==> config.mk <==
export PLATFORM = sky130hd
export DESIGN_NAME = bounded_double_ended_queue_flat
export DESIGN_NICKNAME = d
export VERILOG_FILES = /design/src/rtl/bdq_pkg.sv /design/src/rtl/bdq_req_if.sv /design/src/rtl/bdq_rsp_if.sv /design/src/rtl/bdq_ram.sv /design/src/rtl/bdq_ctrl.sv /design/src/rtl/bounded_double_ended_queue.sv /design/src/flat_wrapper.sv
export SDC_FILE = /design/constraint.sdc
export NUM_CORES = 1
export LEC_CHECK = 0
export ABC_AREA = 1
export BUFFER_PORTS_ARGS = -buffer_cell sky130_fd_sc_hd__buf_2
export CAP_MARGIN = 20
export CORE_MARGIN = 2
export CORE_UTILIZATION = 35
export CTS_BUF_LIST = sky130_fd_sc_hd__clkbuf_8 sky130_fd_sc_hd__clkbuf_16
export DETAILED_ROUTE_END_ITERATION = 8
export HOLD_SLACK_MARGIN = 0.1
export PLACE_DENSITY = 0.61
export SYNTH_ARGS = -nofsm -noshare
export SYNTH_HDL_FRONTEND = slang
export SYNTH_SLANG_ARGS = --single-unit
==> constraint.sdc <==
create_clock -name clk -period 7.9 [get_ports clk]
set_input_delay 0.79 -clock clk [delete_from_list [all_inputs] [get_ports clk]]
set_output_delay 0.79 -clock clk [all_outputs]
set_load 0.005 [all_outputs]
==> src/rtl/bdq_pkg.sv <==
// bdq_pkg: shared types and codes for the bounded double-ended queue
// no dependencies; imported by the channel interfaces and all rtl modules
package bdq_pkg;

	localparam int VAL_W = 32;
	localparam int CAP_W = 5;
	localparam int KIND_W = 3;

	localparam logic [CAP_W-1:0] CAP_RESET = CAP_W'(16);

	localparam logic [KIND_W-1:0] KIND_INS_FRONT = KIND_W'(0);
	localparam logic [KIND_W-1:0] KIND_INS_REAR = KIND_W'(1);
	localparam logic [KIND_W-1:0] KIND_DEL_FRONT = KIND_W'(2);
	localparam logic [KIND_W-1:0] KIND_DEL_REAR = KIND_W'(3);

	typedef logic [KIND_W-1:0] kind_t;
	typedef logic signed [VAL_W-1:0] val_t;
	typedef logic [CAP_W-1:0] cap_t;

	// status of one action, after it took effect
	typedef struct packed {
		logic ok;
		logic is_empty;
		logic is_full;
	} res_t;

endpackage

==> src/rtl/bdq_req_if.sv <==
// bdq_req_if: request channel (action kind and value) with valid/ready
// depends on bdq_pkg
interface bdq_req_if import bdq_pkg::*; ();
	logic valid;
	logic ready;
	kind_t kind;
	val_t value;

	modport source (output valid, output kind, output value, input ready);
	modport sink (input valid, input kind, input value, output ready);
endinterface

==> src/rtl/bdq_rsp_if.sv <==
// bdq_rsp_if: response channel (status, front and rear values) with valid/ready
// depends on bdq_pkg
interface bdq_rsp_if import bdq_pkg::*; ();
	logic valid;
	logic ready;
	logic ok;
	val_t front_value;
	val_t rear_value;
	logic is_empty;
	logic is_full;

	modport source (output valid, output ok, output front_value, output rear_value,
		output is_empty, output is_full, input ready);
	modport sink (input valid, input ok, input front_value, input rear_value,
		input is_empty, input is_full, output ready);
endinterface

==> src/rtl/bdq_ram.sv <==
// bdq_ram: slot storage, one write port and two registered read ports
// write-first on a same-address collision; depends on bdq_pkg
module bdq_ram import bdq_pkg::*; #(
	parameter int DEPTH = 16,
	parameter int IDX_W = 4
) (
	input  logic             clk,
	input  logic             we,
	input  logic [IDX_W-1:0] waddr,
	input  val_t             wdata,
	input  logic             re,
	input  logic [IDX_W-1:0] ra_front,
	input  logic [IDX_W-1:0] ra_rear,
	output val_t             rd_front,
	output val_t             rd_rear
);

	val_t mem [DEPTH];

	always_ff @(posedge clk) begin
		if (we) begin
			mem[waddr] <= wdata;
		end
		if (re) begin
			rd_front <= (we && waddr == ra_front) ? wdata : mem[ra_front];
			rd_rear <= (we && waddr == ra_rear) ? wdata : mem[ra_rear];
		end
	end

endmodule

==> src/rtl/bdq_ctrl.sv <==
// bdq_ctrl: head index, count and capacity registers; decides each action
// and drives the slot write and the front/rear read addresses; depends on bdq_pkg
module bdq_ctrl import bdq_pkg::*; #(
	parameter int DEPTH = 16,
	parameter int IDX_W = 4,
	parameter int CNT_W = 5
) (
	input  logic             clk,
	input  logic             arst_n,
	input  logic             cfg_we,
	input  cap_t             cfg_data,
	input  logic             acc,
	input  kind_t            kind,
	input  val_t             value,
	output logic             we,
	output logic [IDX_W-1:0] waddr,
	output val_t             wdata,
	output logic [IDX_W-1:0] ra_front,
	output logic [IDX_W-1:0] ra_rear,
	output res_t             res
);

	localparam int CMP_W = (CNT_W > CAP_W) ? CNT_W : CAP_W;
	localparam logic [CMP_W-1:0] DEPTH_C = CMP_W'(DEPTH);
	localparam logic [IDX_W:0] DEPTH_S = (IDX_W+1)'(DEPTH);

	logic [IDX_W-1:0] head_q, head_n;
	logic [CNT_W-1:0] count_q, count_n;
	cap_t cap_q;
	logic [CMP_W-1:0] eff_cap, count_ext, count_n_ext;
	logic has_room, ok;

	// both operands below DEPTH, so one subtract wraps
	function automatic logic [IDX_W-1:0] ring_add(logic [IDX_W-1:0] a, logic [IDX_W-1:0] b);
		logic [IDX_W:0] s;
		s = {1'b0, a} + {1'b0, b};
		if (s >= DEPTH_S) begin
			s = s - DEPTH_S;
		end
		return s[IDX_W-1:0];
	endfunction

	always_comb begin
		eff_cap = (CMP_W'(cap_q) > DEPTH_C) ? DEPTH_C : CMP_W'(cap_q);
		count_ext = CMP_W'(count_q);
		has_room = count_ext < eff_cap;
		head_n = head_q;
		count_n = count_q;
		ok = 1'b1;
		we = 1'b0;
		waddr = ring_add(head_q, count_q[IDX_W-1:0]);
		case (kind)
			KIND_INS_FRONT: begin
				if (has_room) begin
					head_n = (head_q == '0) ? IDX_W'(DEPTH - 1) : head_q - IDX_W'(1);
					count_n = count_q + CNT_W'(1);
					waddr = head_n;
					we = acc;
				end else begin
					ok = 1'b0;
				end
			end
			KIND_INS_REAR: begin
				if (has_room) begin
					count_n = count_q + CNT_W'(1);
					we = acc;
				end else begin
					ok = 1'b0;
				end
			end
			KIND_DEL_FRONT: begin
				if (count_q != '0) begin
					head_n = ring_add(head_q, IDX_W'(1));
					count_n = count_q - CNT_W'(1);
				end else begin
					ok = 1'b0;
				end
			end
			KIND_DEL_REAR: begin
				if (count_q != '0) begin
					count_n = count_q - CNT_W'(1);
				end else begin
					ok = 1'b0;
				end
			end
			default: begin
			end
		endcase
		count_n_ext = CMP_W'(count_n);
		wdata = value;
		ra_front = head_n;
		// rear offset is count minus one; only meaningful when not empty
		ra_rear = ring_add(head_n, IDX_W'(count_n - CNT_W'(1)));
		res.ok = ok;
		res.is_empty = (count_n == '0);
		res.is_full = (count_n_ext >= eff_cap);
	end

	always_ff @(posedge clk or negedge arst_n) begin
		if (!arst_n) begin
			head_q <= '0;
			count_q <= '0;
			cap_q <= CAP_RESET;
		end else begin
			if (acc) begin
				head_q <= head_n;
				count_q <= count_n;
			end
			if (cfg_we) begin
				cap_q <= cfg_data;
			end
		end
	end

endmodule

==> src/rtl/bounded_double_ended_queue.sv <==
// bounded_double_ended_queue: ring-buffer deque of signed 32-bit values
// depends on bdq_pkg, bdq_req_if, bdq_rsp_if, bdq_ctrl, bdq_ram
//
//   channel  dir   handshake      payload
//   req      in    valid/ready    kind, value
//   rsp      out   valid/ready    ok, front_value, rear_value, is_empty, is_full
//   cfg      in    cfg_we         cfg_data (capacity)
//
// one item per cycle while rsp is not stalled; the slot write and both reads happen at the
// accept edge, the read data and status are registered in the read stage, then they move
// into the output register that drives rsp.
// reset clears head, count and the pipeline; capacity resets to 16; slots are not cleared.
// a stalled response holds req ready low once the read stage is also occupied.
module bounded_double_ended_queue import bdq_pkg::*; #(
	parameter int DEPTH = 16
) (
	input  logic      clk,
	input  logic      arst_n,
	input  logic      cfg_we,
	input  cap_t      cfg_data,
	bdq_req_if.sink   req,
	bdq_rsp_if.source rsp
);

	localparam int IDX_W = (DEPTH > 1) ? $clog2(DEPTH) : 1;
	localparam int CNT_W = $clog2(DEPTH + 1);

	logic acc, move;
	logic we;
	logic [IDX_W-1:0] waddr, ra_front, ra_rear;
	val_t wdata, rd_front, rd_rear;
	res_t res, res_s1;
	logic valid_s1;
	logic out_valid_q;
	res_t out_res_q;
	val_t out_front_q, out_rear_q;

	assign move = valid_s1 && (!out_valid_q || rsp.ready);
	assign req.ready = !valid_s1 || move;
	assign acc = req.valid && req.ready;

	bdq_ctrl #(.DEPTH(DEPTH), .IDX_W(IDX_W), .CNT_W(CNT_W)) u_ctrl (
		.clk      (clk),
		.arst_n   (arst_n),
		.cfg_we   (cfg_we),
		.cfg_data (cfg_data),
		.acc      (acc),
		.kind     (req.kind),
		.value    (req.value),
		.we       (we),
		.waddr    (waddr),
		.wdata    (wdata),
		.ra_front (ra_front),
		.ra_rear  (ra_rear),
		.res      (res)
	);

	bdq_ram #(.DEPTH(DEPTH), .IDX_W(IDX_W)) u_ram (
		.clk      (clk),
		.we       (we),
		.waddr    (waddr),
		.wdata    (wdata),
		.re       (acc),
		.ra_front (ra_front),
		.ra_rear  (ra_rear),
		.rd_front (rd_front),
		.rd_rear  (rd_rear)
	);

	always_ff @(posedge clk or negedge arst_n) begin
		if (!arst_n) begin
			valid_s1 <= 1'b0;
			out_valid_q <= 1'b0;
		end else begin
			if (acc) begin
				valid_s1 <= 1'b1;
			end else if (move) begin
				valid_s1 <= 1'b0;
			end
			if (move) begin
				out_valid_q <= 1'b1;
			end else if (rsp.ready) begin
				out_valid_q <= 1'b0;
			end
		end
	end

	always_ff @(posedge clk) begin
		if (acc) begin
			res_s1 <= res;
		end
		if (move) begin
			out_res_q <= res_s1;
			// empty deque reports all ones for both ends
			out_front_q <= res_s1.is_empty ? '1 : rd_front;
			out_rear_q <= res_s1.is_empty ? '1 : rd_rear;
		end
	end

	assign rsp.valid = out_valid_q;
	assign rsp.ok = out_res_q.ok;
	assign rsp.is_empty = out_res_q.is_empty;
	assign rsp.is_full = out_res_q.is_full;
	assign rsp.front_value = out_front_q;
	assign rsp.rear_value = out_rear_q;

endmodule
==> src/flat_wrapper.sv <==
// flat-port wrapper written by rule: the top's interface ports become plain ports
module bounded_double_ended_queue_flat import bdq_pkg::*;
#(
	parameter int DEPTH = 16
)
  (clk, arst_n, cfg_we, cfg_data, req_valid, req_kind, req_value, req_ready, rsp_valid, rsp_ok, rsp_front_value, rsp_rear_value, rsp_is_empty, rsp_is_full, rsp_ready);
  bdq_req_if req_i ();
  bdq_rsp_if rsp_i ();
  input  logic clk;
  input  logic arst_n;
  input  logic cfg_we;
  input  cap_t cfg_data;
  input wire logic [$bits(req_i.valid)-1:0] req_valid;
  input wire logic [$bits(req_i.kind)-1:0] req_kind;
  input wire logic [$bits(req_i.value)-1:0] req_value;
  output wire logic [$bits(req_i.ready)-1:0] req_ready;
  output wire logic [$bits(rsp_i.valid)-1:0] rsp_valid;
  output wire logic [$bits(rsp_i.ok)-1:0] rsp_ok;
  output wire logic [$bits(rsp_i.front_value)-1:0] rsp_front_value;
  output wire logic [$bits(rsp_i.rear_value)-1:0] rsp_rear_value;
  output wire logic [$bits(rsp_i.is_empty)-1:0] rsp_is_empty;
  output wire logic [$bits(rsp_i.is_full)-1:0] rsp_is_full;
  input wire logic [$bits(rsp_i.ready)-1:0] rsp_ready;
  assign req_i.valid = req_valid;
  assign req_i.kind = req_kind;
  assign req_i.value = req_value;
  assign req_ready = req_i.ready;
  assign rsp_valid = rsp_i.valid;
  assign rsp_ok = rsp_i.ok;
  assign rsp_front_value = rsp_i.front_value;
  assign rsp_rear_value = rsp_i.rear_value;
  assign rsp_is_empty = rsp_i.is_empty;
  assign rsp_is_full = rsp_i.is_full;
  assign rsp_i.ready = rsp_ready;
  bounded_double_ended_queue #(.DEPTH(DEPTH)) u_core (.clk(clk), .arst_n(arst_n), .cfg_we(cfg_we), .cfg_data(cfg_data), .req(req_i), .rsp(rsp_i));
endmodule
==> key figures, run 1 <==
Global routing
  • First-pass GRT wire length: 152 mm
  • Largest net degree at the start of global routing: 173
  • Congestion Overflow GR: 0
  • All-Layer GR Usage: 0.205
  • Initial antenna violation count: 17
  • Vias in the first global route: 24100

Floorplan
  • Initial Util: 0.352
  • Die area: 97700 µm²
  • Die height: 313 µm
  • Die Width: 313 µm
  • IO Pins: 114
  • Core outline area: 94700 µm²
  • Site Rows: 113

Synth
  • Area leader, netlist: edfxtp_1
  • Area of the mapped netlist: 33300 µm²
  • Ys Warns: 0
  • Syn_nets: 3604
  • Mux contribution to synthesized area: 0.00101
  • Post-Synth Simple-Gate Area: 0.201
  • Post-synthesis cell count: 3537
  • Synth Area in XOR/XNOR: 0.00289
  • Netlist cell types: 42
  • Synth top area share: 0.582
  • Synth area leaders: edfxtp_1, nand2_1, o21ai_0, nand3_1, inv_1
  • Top_reg_cell synth: edfxtp_1
  • Sequential share of the synthesized area: 0.594
  • Largest family of logic cells by synthesized area: simple AND/OR/NAND/NOR gates
  • Adder-Cell Fraction of Synth Area: 0.00871
  • Post-synth EDFFs: 646
  • Flops & latches, synth: 662
  • Syn Area/Cell: 9.42 µm²
  • Post-synth ARST share: 0.0242
  • Compound-Gate Fraction of Synth Area: 0.124

Critical path
  • CP arrival: 6.01 ns
  • Crit. End Element: flip-flop
  • Max FO, Critical Path: 82
  • WP data required: 8.40 ns
  • Startpoint types: flip-flop
  • Classification of the worst setup path: reg2reg

Hold path
  • Worst min path class: in2reg

Layout
  • Layout cell share with drive strength beyond 1: 0.120
  • Layout Utilization: 0.391
  • Commonest non-fill, non-tap cells in the layout: nand2_1, edfxtp_1, o21ai_0
  • Layout area overhead: 11.1%
  • Final nets: 3591
  • # fillers: 9285
  • Fin area: 37000 µm²
  • Most common cell after layout, fill and taps aside: nand2_1

Timing
  • Final max-slew violation count: 0
  • # setup viols final: 0
  • Final worst path period share: 0.697
  • Setup TNS: 0 ns
  • Fin worst setup slack: 2.39 ns
  • Post-route minimum period: 5.51 ns
  • Final Skew: 0.0260 ns
  • Max-Slew Margin vs Limit: 0.248
  • Maximum clock frequency: 182 MHz
  • Final Hold Vio Count: 0
  • Worst slew pin tran: 1.13 ns
  • RSZ-0062 raised after global routing: false

Status
  • Status: completed

Run
  • Max_cap viols: 0

Clock network
  • CTS tree: done
  • CTS Root Buffer Type: clkbuf_16
  • Reg clk slew, reported paths: 0.06 ns
  • Post-CTS Setup Bufs: 0
  • Worst-case clock buffer depth: 3
  • H-tree depth: 3
  • Clock Latency Late Sink: 0.63 ns
  • TritonCTS buffer count: 70
  • CTS sink cnt: 662

Placed design
  • Placed Area: 34900 µm²
  • Hpwl dp: 56.1 mm
  • Pre-CTS setup slack: 2.47 ns
  • Port Buffers: 113
  • Placer Congestion: 0.844

Drt
  • DR iter-0 viols: 3086
  • Drt pass-1 iters: 5
  • Routed Antenna Nets: 0
  • Residual DRC count: 0
  • Via count: 25900
  • Vias per cell: 5.36
  • Wire per inst: 21.1 µm
  • Total wire length: 102 mm
-- sequential cells by signal, indices dropped and copies added, names as in the netlist, 3 cells and up --
signal,flops
u_core.u_ram.rd_rear,32
u_core.u_ctrl.cap_q,5
u_core.u_ram.rd_front,32
u_core.u_ctrl.head_q,4
u_core.rsp.rear_value,32
u_core.u_ram.mem,512
u_core.res_s1,3
u_core.rsp.front_value,32
u_core.u_ctrl.count_ext,5
-- per-layer routing --
metal	wire length, µm	global-route usage	vias to the layer above
met2	46900	0.332	1267
met3	10300	0.0419	228
met4	3520	0.0753	20
met1	41500	0.273	12300
li1	-	-	12200
met5	114	0	-
-- path summary, 6_finish.rpt --
check / start / endpoint / slack, ns / cells past startpoint
max: u_core.u_ctrl.cap_q[4]$_DFFE_PN1P_ / u_core.u_ram.rd_rear[2]$_DFFE_PP_ / 2.39 / 24
min: cfg_data[4] / u_core.u_ctrl.cap_q[4]$_DFFE_PN1P_ / 0.40 / 3
max reg2reg: u_core.u_ctrl.cap_q[4]$_DFFE_PN1P_ / u_core.u_ram.rd_rear[2]$_DFFE_PP_ / 2.39 / 24
min reg2reg: u_core.res_s1[2]$_DFFE_PP_ / u_core.rsp.ok$_DFFE_PP_ / 0.42 / 0
max in group asynchronous: arst_n / u_core.u_ctrl.cap_q[4]$_DFFE_PN1P_ / 6.95 / 2
min in group asynchronous: arst_n / u_core.u_ctrl.count_ext[4]$_DFFE_PN0P_ / 0.63 / 2
-- cell type report --
class / instances / area (µm²) / area share
Tap cell: 1265 / 1580 / 0.0428
Clock buffer: 72 / 1800 / 0.0487
Antenna cell: 2 / 5.00 / 0.000135
Clock inverter: 53 / 322 / 0.00869
Multi-Input combinational cell: 2339 / 11400 / 0.309
Timing Repair Buffer: 162 / 973 / 0.0263
Inverter: 289 / 1110 / 0.0300
Sequential cell: 662 / 19800 / 0.535
-- cells in the mapped netlist (all sizes together) (20+ instances only) --
| cell type | n |
|---|---|
| ha | 20 |
| a21oi | 136 |
| edfxtp | 646 |
| clkbuf | 122 |
| nand3 | 294 |
| o21ai | 534 |
| o211ai | 67 |
| nand2 | 937 |
| or2 | 66 |
| inv | 287 |
| nand4 | 73 |
| nor2 | 160 |
| a31oi | 32 |
| buf | 125 |
-- logic make-up (layout without fill, tap and decap cells) --
family / count (synthesis) / in the layout
AO/OA/AOI/OAI: 770 / 770
multiplexers: 3 / 3
adder cells (fa/ha/maj): 22 / 22
AND/OR/NAND/NOR: 1533 / 1533
XOR/XNOR: 11 / 11
other: 0 / 2
buffers and inverters: 536 / 576
flip-flops: 662 / 662
-- worst max-delay path, stage by stage (launching register included) --
cell and delay [ns]:
dfstp_2 0.55, inv_2 0.07, nand2_1 0.10, ha_1 0.23
nand2_1 0.11, inv_2 0.06, nand2_2 0.11, nand2_1 0.10
nor2_4 0.21, nand2_1 0.09, nand3_2 0.06, buf_4 0.46
nand3_4 0.14, ha_4 0.20, fa_1 0.56, inv_6 0.56
buf_4 0.60, o21ai_0 0.16, o21ai_0 0.17, nor2_1 0.06
a31oi_1 0.20, nand2_1 0.16, o21ai_1 0.19, nand2_1 0.07
nand2_1 0.08
-- repair_timing --
action                                  4_1_cts  5_1_grt
hold buffers                                  1        0
endpoints found under the setup margin        0        0
resized for setup                             0        0
endpoints found under the hold margin        15        0
-- stage by stage --
stage / std cells / hold WS (ns)
floorplan: 3537 / 0.400
global placement: 4716 / 0.404
detailed placement: 4716 / 0.405
CTS: 4842 / 0.373
global route: 4843 / 0.385
finish: 4844 / 0.401
Power of run 1 is not shown: default switching activity piles up to over one toggle a cycle in this logic, so the estimate is an artifact.
==> inputs of run 2 (changes only) <==
- ABC_AREA: 1 -> 0
- PLACE_DENSITY: 0.61 -> 0.63
- clock period: 7.9 -> 4.5 ns (I/O delays scaled with it)
==> run 2 against run 1 <==
Compared with the run above:
- core utilization grew 3.5 points
- synthesized cell count shrank 39%
- the flow now finishes with violations (negative setup slack)
- hold slack lost 0.26 ns
==> key figures, run 2 <==
Drt
  • Drt pass-1 iters: 5
  • Total wire length: 90.8 mm
  • Met3 wire length: 8.03 mm
  • Vias per cell: 5.79
  • DR iter-0 viols: 2234
  • Routed wire length on met2: 44.4 mm
  • Met1 WL: 34.5 mm
  • Residual DRC count: 0
  • Via count: 20700
  • Uppermost layer routed: met5
  • Wire per inst: 25.4 µm
  • Routed Antenna Nets: 0

Timing
  • Maximum clock frequency: 217 MHz
  • # setup viols final: 32
  • Post-route minimum period: 4.61 ns
  • RSZ-0062 raised after global routing: true
  • Final Hold Vio Count: 0
  • Final max-slew violation count: 0
  • Final Skew: 0.0336 ns
  • Max-Slew Margin vs Limit: 0.250
  • Fin worst setup slack: -0.114 ns
  • Final worst path period share: 1.03
  • Min Hold Slack: 0.146 ns
  • Worst slew pin tran: 1.12 ns

Global routing
  • First-pass GRT wire length: 133 mm
  • Vias in the first global route: 21000
  • All-Layer GR Usage: 0.198
  • Congestion Overflow GR: 0
  • Largest net degree at the start of global routing: 145
  • Initial antenna violation count: 8

Clock network
  • Worst-case clock buffer depth: 3
  • CTS sink cnt: 662
  • Reg clk slew, reported paths: 0.06 ns
  • H-tree depth: 3
  • Clock Latency Late Sink: 0.63 ns
  • CTS Root Buffer Type: clkbuf_16
  • TritonCTS buffer count: 70
  • CTS tree: done

Synth
  • Synth Area in XOR/XNOR: 0.00613
  • Post-synth EDFFs: 646
  • Adder-Cell Fraction of Synth Area: 0.00981
  • Largest family of logic cells by synthesized area: multiplexers
  • Synth area leaders: edfxtp_1, mux4_2, nand2_1, mux2i_1, a32oi_1
  • Sequential share of the synthesized area: 0.647
  • Ys Warns: 0
  • Syn_nets: 2234
  • Synth top area share: 0.634
  • Post-Synth Simple-Gate Area: 0.0942
  • Top_reg_cell synth: edfxtp_1
  • Area of the mapped netlist: 30600 µm²
  • Flops & latches, synth: 662
  • Mux contribution to synthesized area: 0.133
  • Compound-Gate Fraction of Synth Area: 0.0861
  • Netlist cell types: 73
  • Post-synthesis cell count: 2167
  • Area leader, netlist: edfxtp_1
  • Syn Area/Cell: 14.1 µm²
  • Count leader, synth: edfxtp_1
  • Post-synth ARST share: 0.0242
  • Synth top cells by count: edfxtp_1, nand2_1, mux4_2

Critical path
  • WP data required: 4.85 ns
  • Max FO, Critical Path: 8
  • Classification of the worst setup path: reg2reg
  • Slowest cell on crit path: fa_4
  • Cell Chain, Critical Path: inv_4, nand2_4, ha_4, a211oi_4, o221a_4, nand2b_4, buf_6, o21a_1, o32ai_4, inv_2, ha_4, fa_4, buf_12, buf_4, mux4_2, and2_1, a211oi_2, a31oi_1, mux2_4
  • CP arrival: 4.96 ns
  • Crit path buf inv count: 5
  • Cell mode on critical path: ha_4
  • Startpoint types: flip-flop
  • Crit. End Element: flip-flop
  • Kind of cell adding the most delay to the critical path: adder cells
  • Worst stage delay on the critical path: 0.85 ns

Hold path
  • Worst min path class: in2reg

Floorplan
  • Core outline area: 86800 µm²
  • Site Rows: 108
  • Die area: 89800 µm²
  • Die Width: 300 µm
  • IO Pins: 114
  • Die height: 300 µm
  • Initial Util: 0.353

Placed design
  • Placed insts: 3416
  • Hpwl dp: 50.3 mm
  • Placer Congestion: 0.824
  • Port Buffers: 113

Layout
  • Most common cell after layout, fill and taps aside: edfxtp_1
  • Non-Filler Instances: 3583
  • Layout cell share with drive strength beyond 1: 0.296
  • Commonest non-fill, non-tap cells in the layout: edfxtp_1, nand2_1, mux4_2
  • Final nets: 2441
  • Max reg flops: 512
  • Largest Register: u_core.u_ram.mem
  • Layout area overhead: 20.7%

Status
  • Status: finished, violations left
  • Failing checks: negative setup slack

Run
  • Max_cap viols: 0
## run 2: cell count changes in the layout (fill, tap and decap cells not counted), sizes merged, moves of 36 or more
cell,delta
nand3,-224
mux2i,+68
nand4,-69
inv,-272
o211ai,-66
mux2,+36
o21ai,-458
mux4,+128
o22ai,+64
buf,+122
a32oi,+63
a21oi,-62
nand2,-625
## run 2: kinds of logic (layout without fill, tap and decap cells)
group / after synthesis / in the layout
buffers and inverters: 179 / 436
AO/OA/AOI/OAI: 405 / 405
other: 0 / 4
multiplexers: 235 / 235
XOR/XNOR: 19 / 19
adder cells (fa/ha/maj): 23 / 23
flip-flops: 662 / 662
AND/OR/NAND/NOR: 644 / 644
## run 2: final timing paths
check | startpoint | end | slack [ns] | cells past startpoint
worst min-delay path | rsp_ready | u_core.rsp.valid$_DFFE_PN0P_ | 0.15 | 3
min in group asynchronous | arst_n | u_core.u_ctrl.head_q[2]$_DFFE_PN0P_ | 0.34 | 2
worst max register to register | u_core.u_ctrl.cap_q[4]$_DFFE_PN1P_ | u_core.u_ram.rd_rear[29]$_DFFE_PP_ | -0.11 | 19
worst max-delay path | u_core.u_ctrl.cap_q[4]$_DFFE_PN1P_ | u_core.u_ram.rd_rear[29]$_DFFE_PP_ | -0.11 | 19
max in group asynchronous | arst_n | u_core.u_ctrl.cap_q[4]$_DFFE_PN1P_ | 3.83 | 2
worst min register to register | u_core.res_s1[2]$_DFFE_PP_ | u_core.rsp.ok$_DFFE_PP_ | 0.42 | 0
## run 2: worst register-to-register path: cells and delay by family (launching register included)
kind / cells / cell delay [ns]
and+or+nand+nor: 3 / 0.31
AOI/OAI and AO/OA: 6 / 1.09
muxes: 2 / 0.56
DFF: 1 / 0.55
adders and majority gates: 3 / 1.23
buffers and inverters: 5 / 0.63
## run 2: final cells by class
cell class | instances | area (µm²)
fillers | 7698 | 49800
flip-flops and latches | 662 | 19800
multi-input cells | 1326 | 10700
repair buffers | 296 | 2690
clock buffers | 73 | 1830
well taps | 1155 | 1450
clock inverters | 49 | 413
inverters | 18 | 81.3
diodes | 4 | 10.0
## run 2: timing repair
item,CTS,global route
hold buffers,8,0
resized for setup,85,29
endpoints found under the setup margin,42,33
buffers inserted,16,12
cloned,7,4
hold endpoints to repair,22,0
pin swaps,17,25
## run 2: layer usage
metal | up-vias | GRT usage
li1 | 8855 | -
met1 | 10500 | 0.249
met2 | 1096 | 0.334
met3 | 256 | 0.0354
met4 | 6 | 0.0910
met5 | - | 0
## run 2: through the flow
step                setup WS, ns   util  area [µm²]  setup TNS, ns
global route              -0.228  0.426       36900          -6.15
CTS                      -0.0661  0.423       36700         -0.989
finish                    -0.114  0.426       36900          -2.20
floorplan               0.000183      -       30800              0
global placement          -0.295  0.388       33700          -9.00
detailed placement        -0.375  0.388       33700         -11.49
Power of run 2 is left out for the same reason.
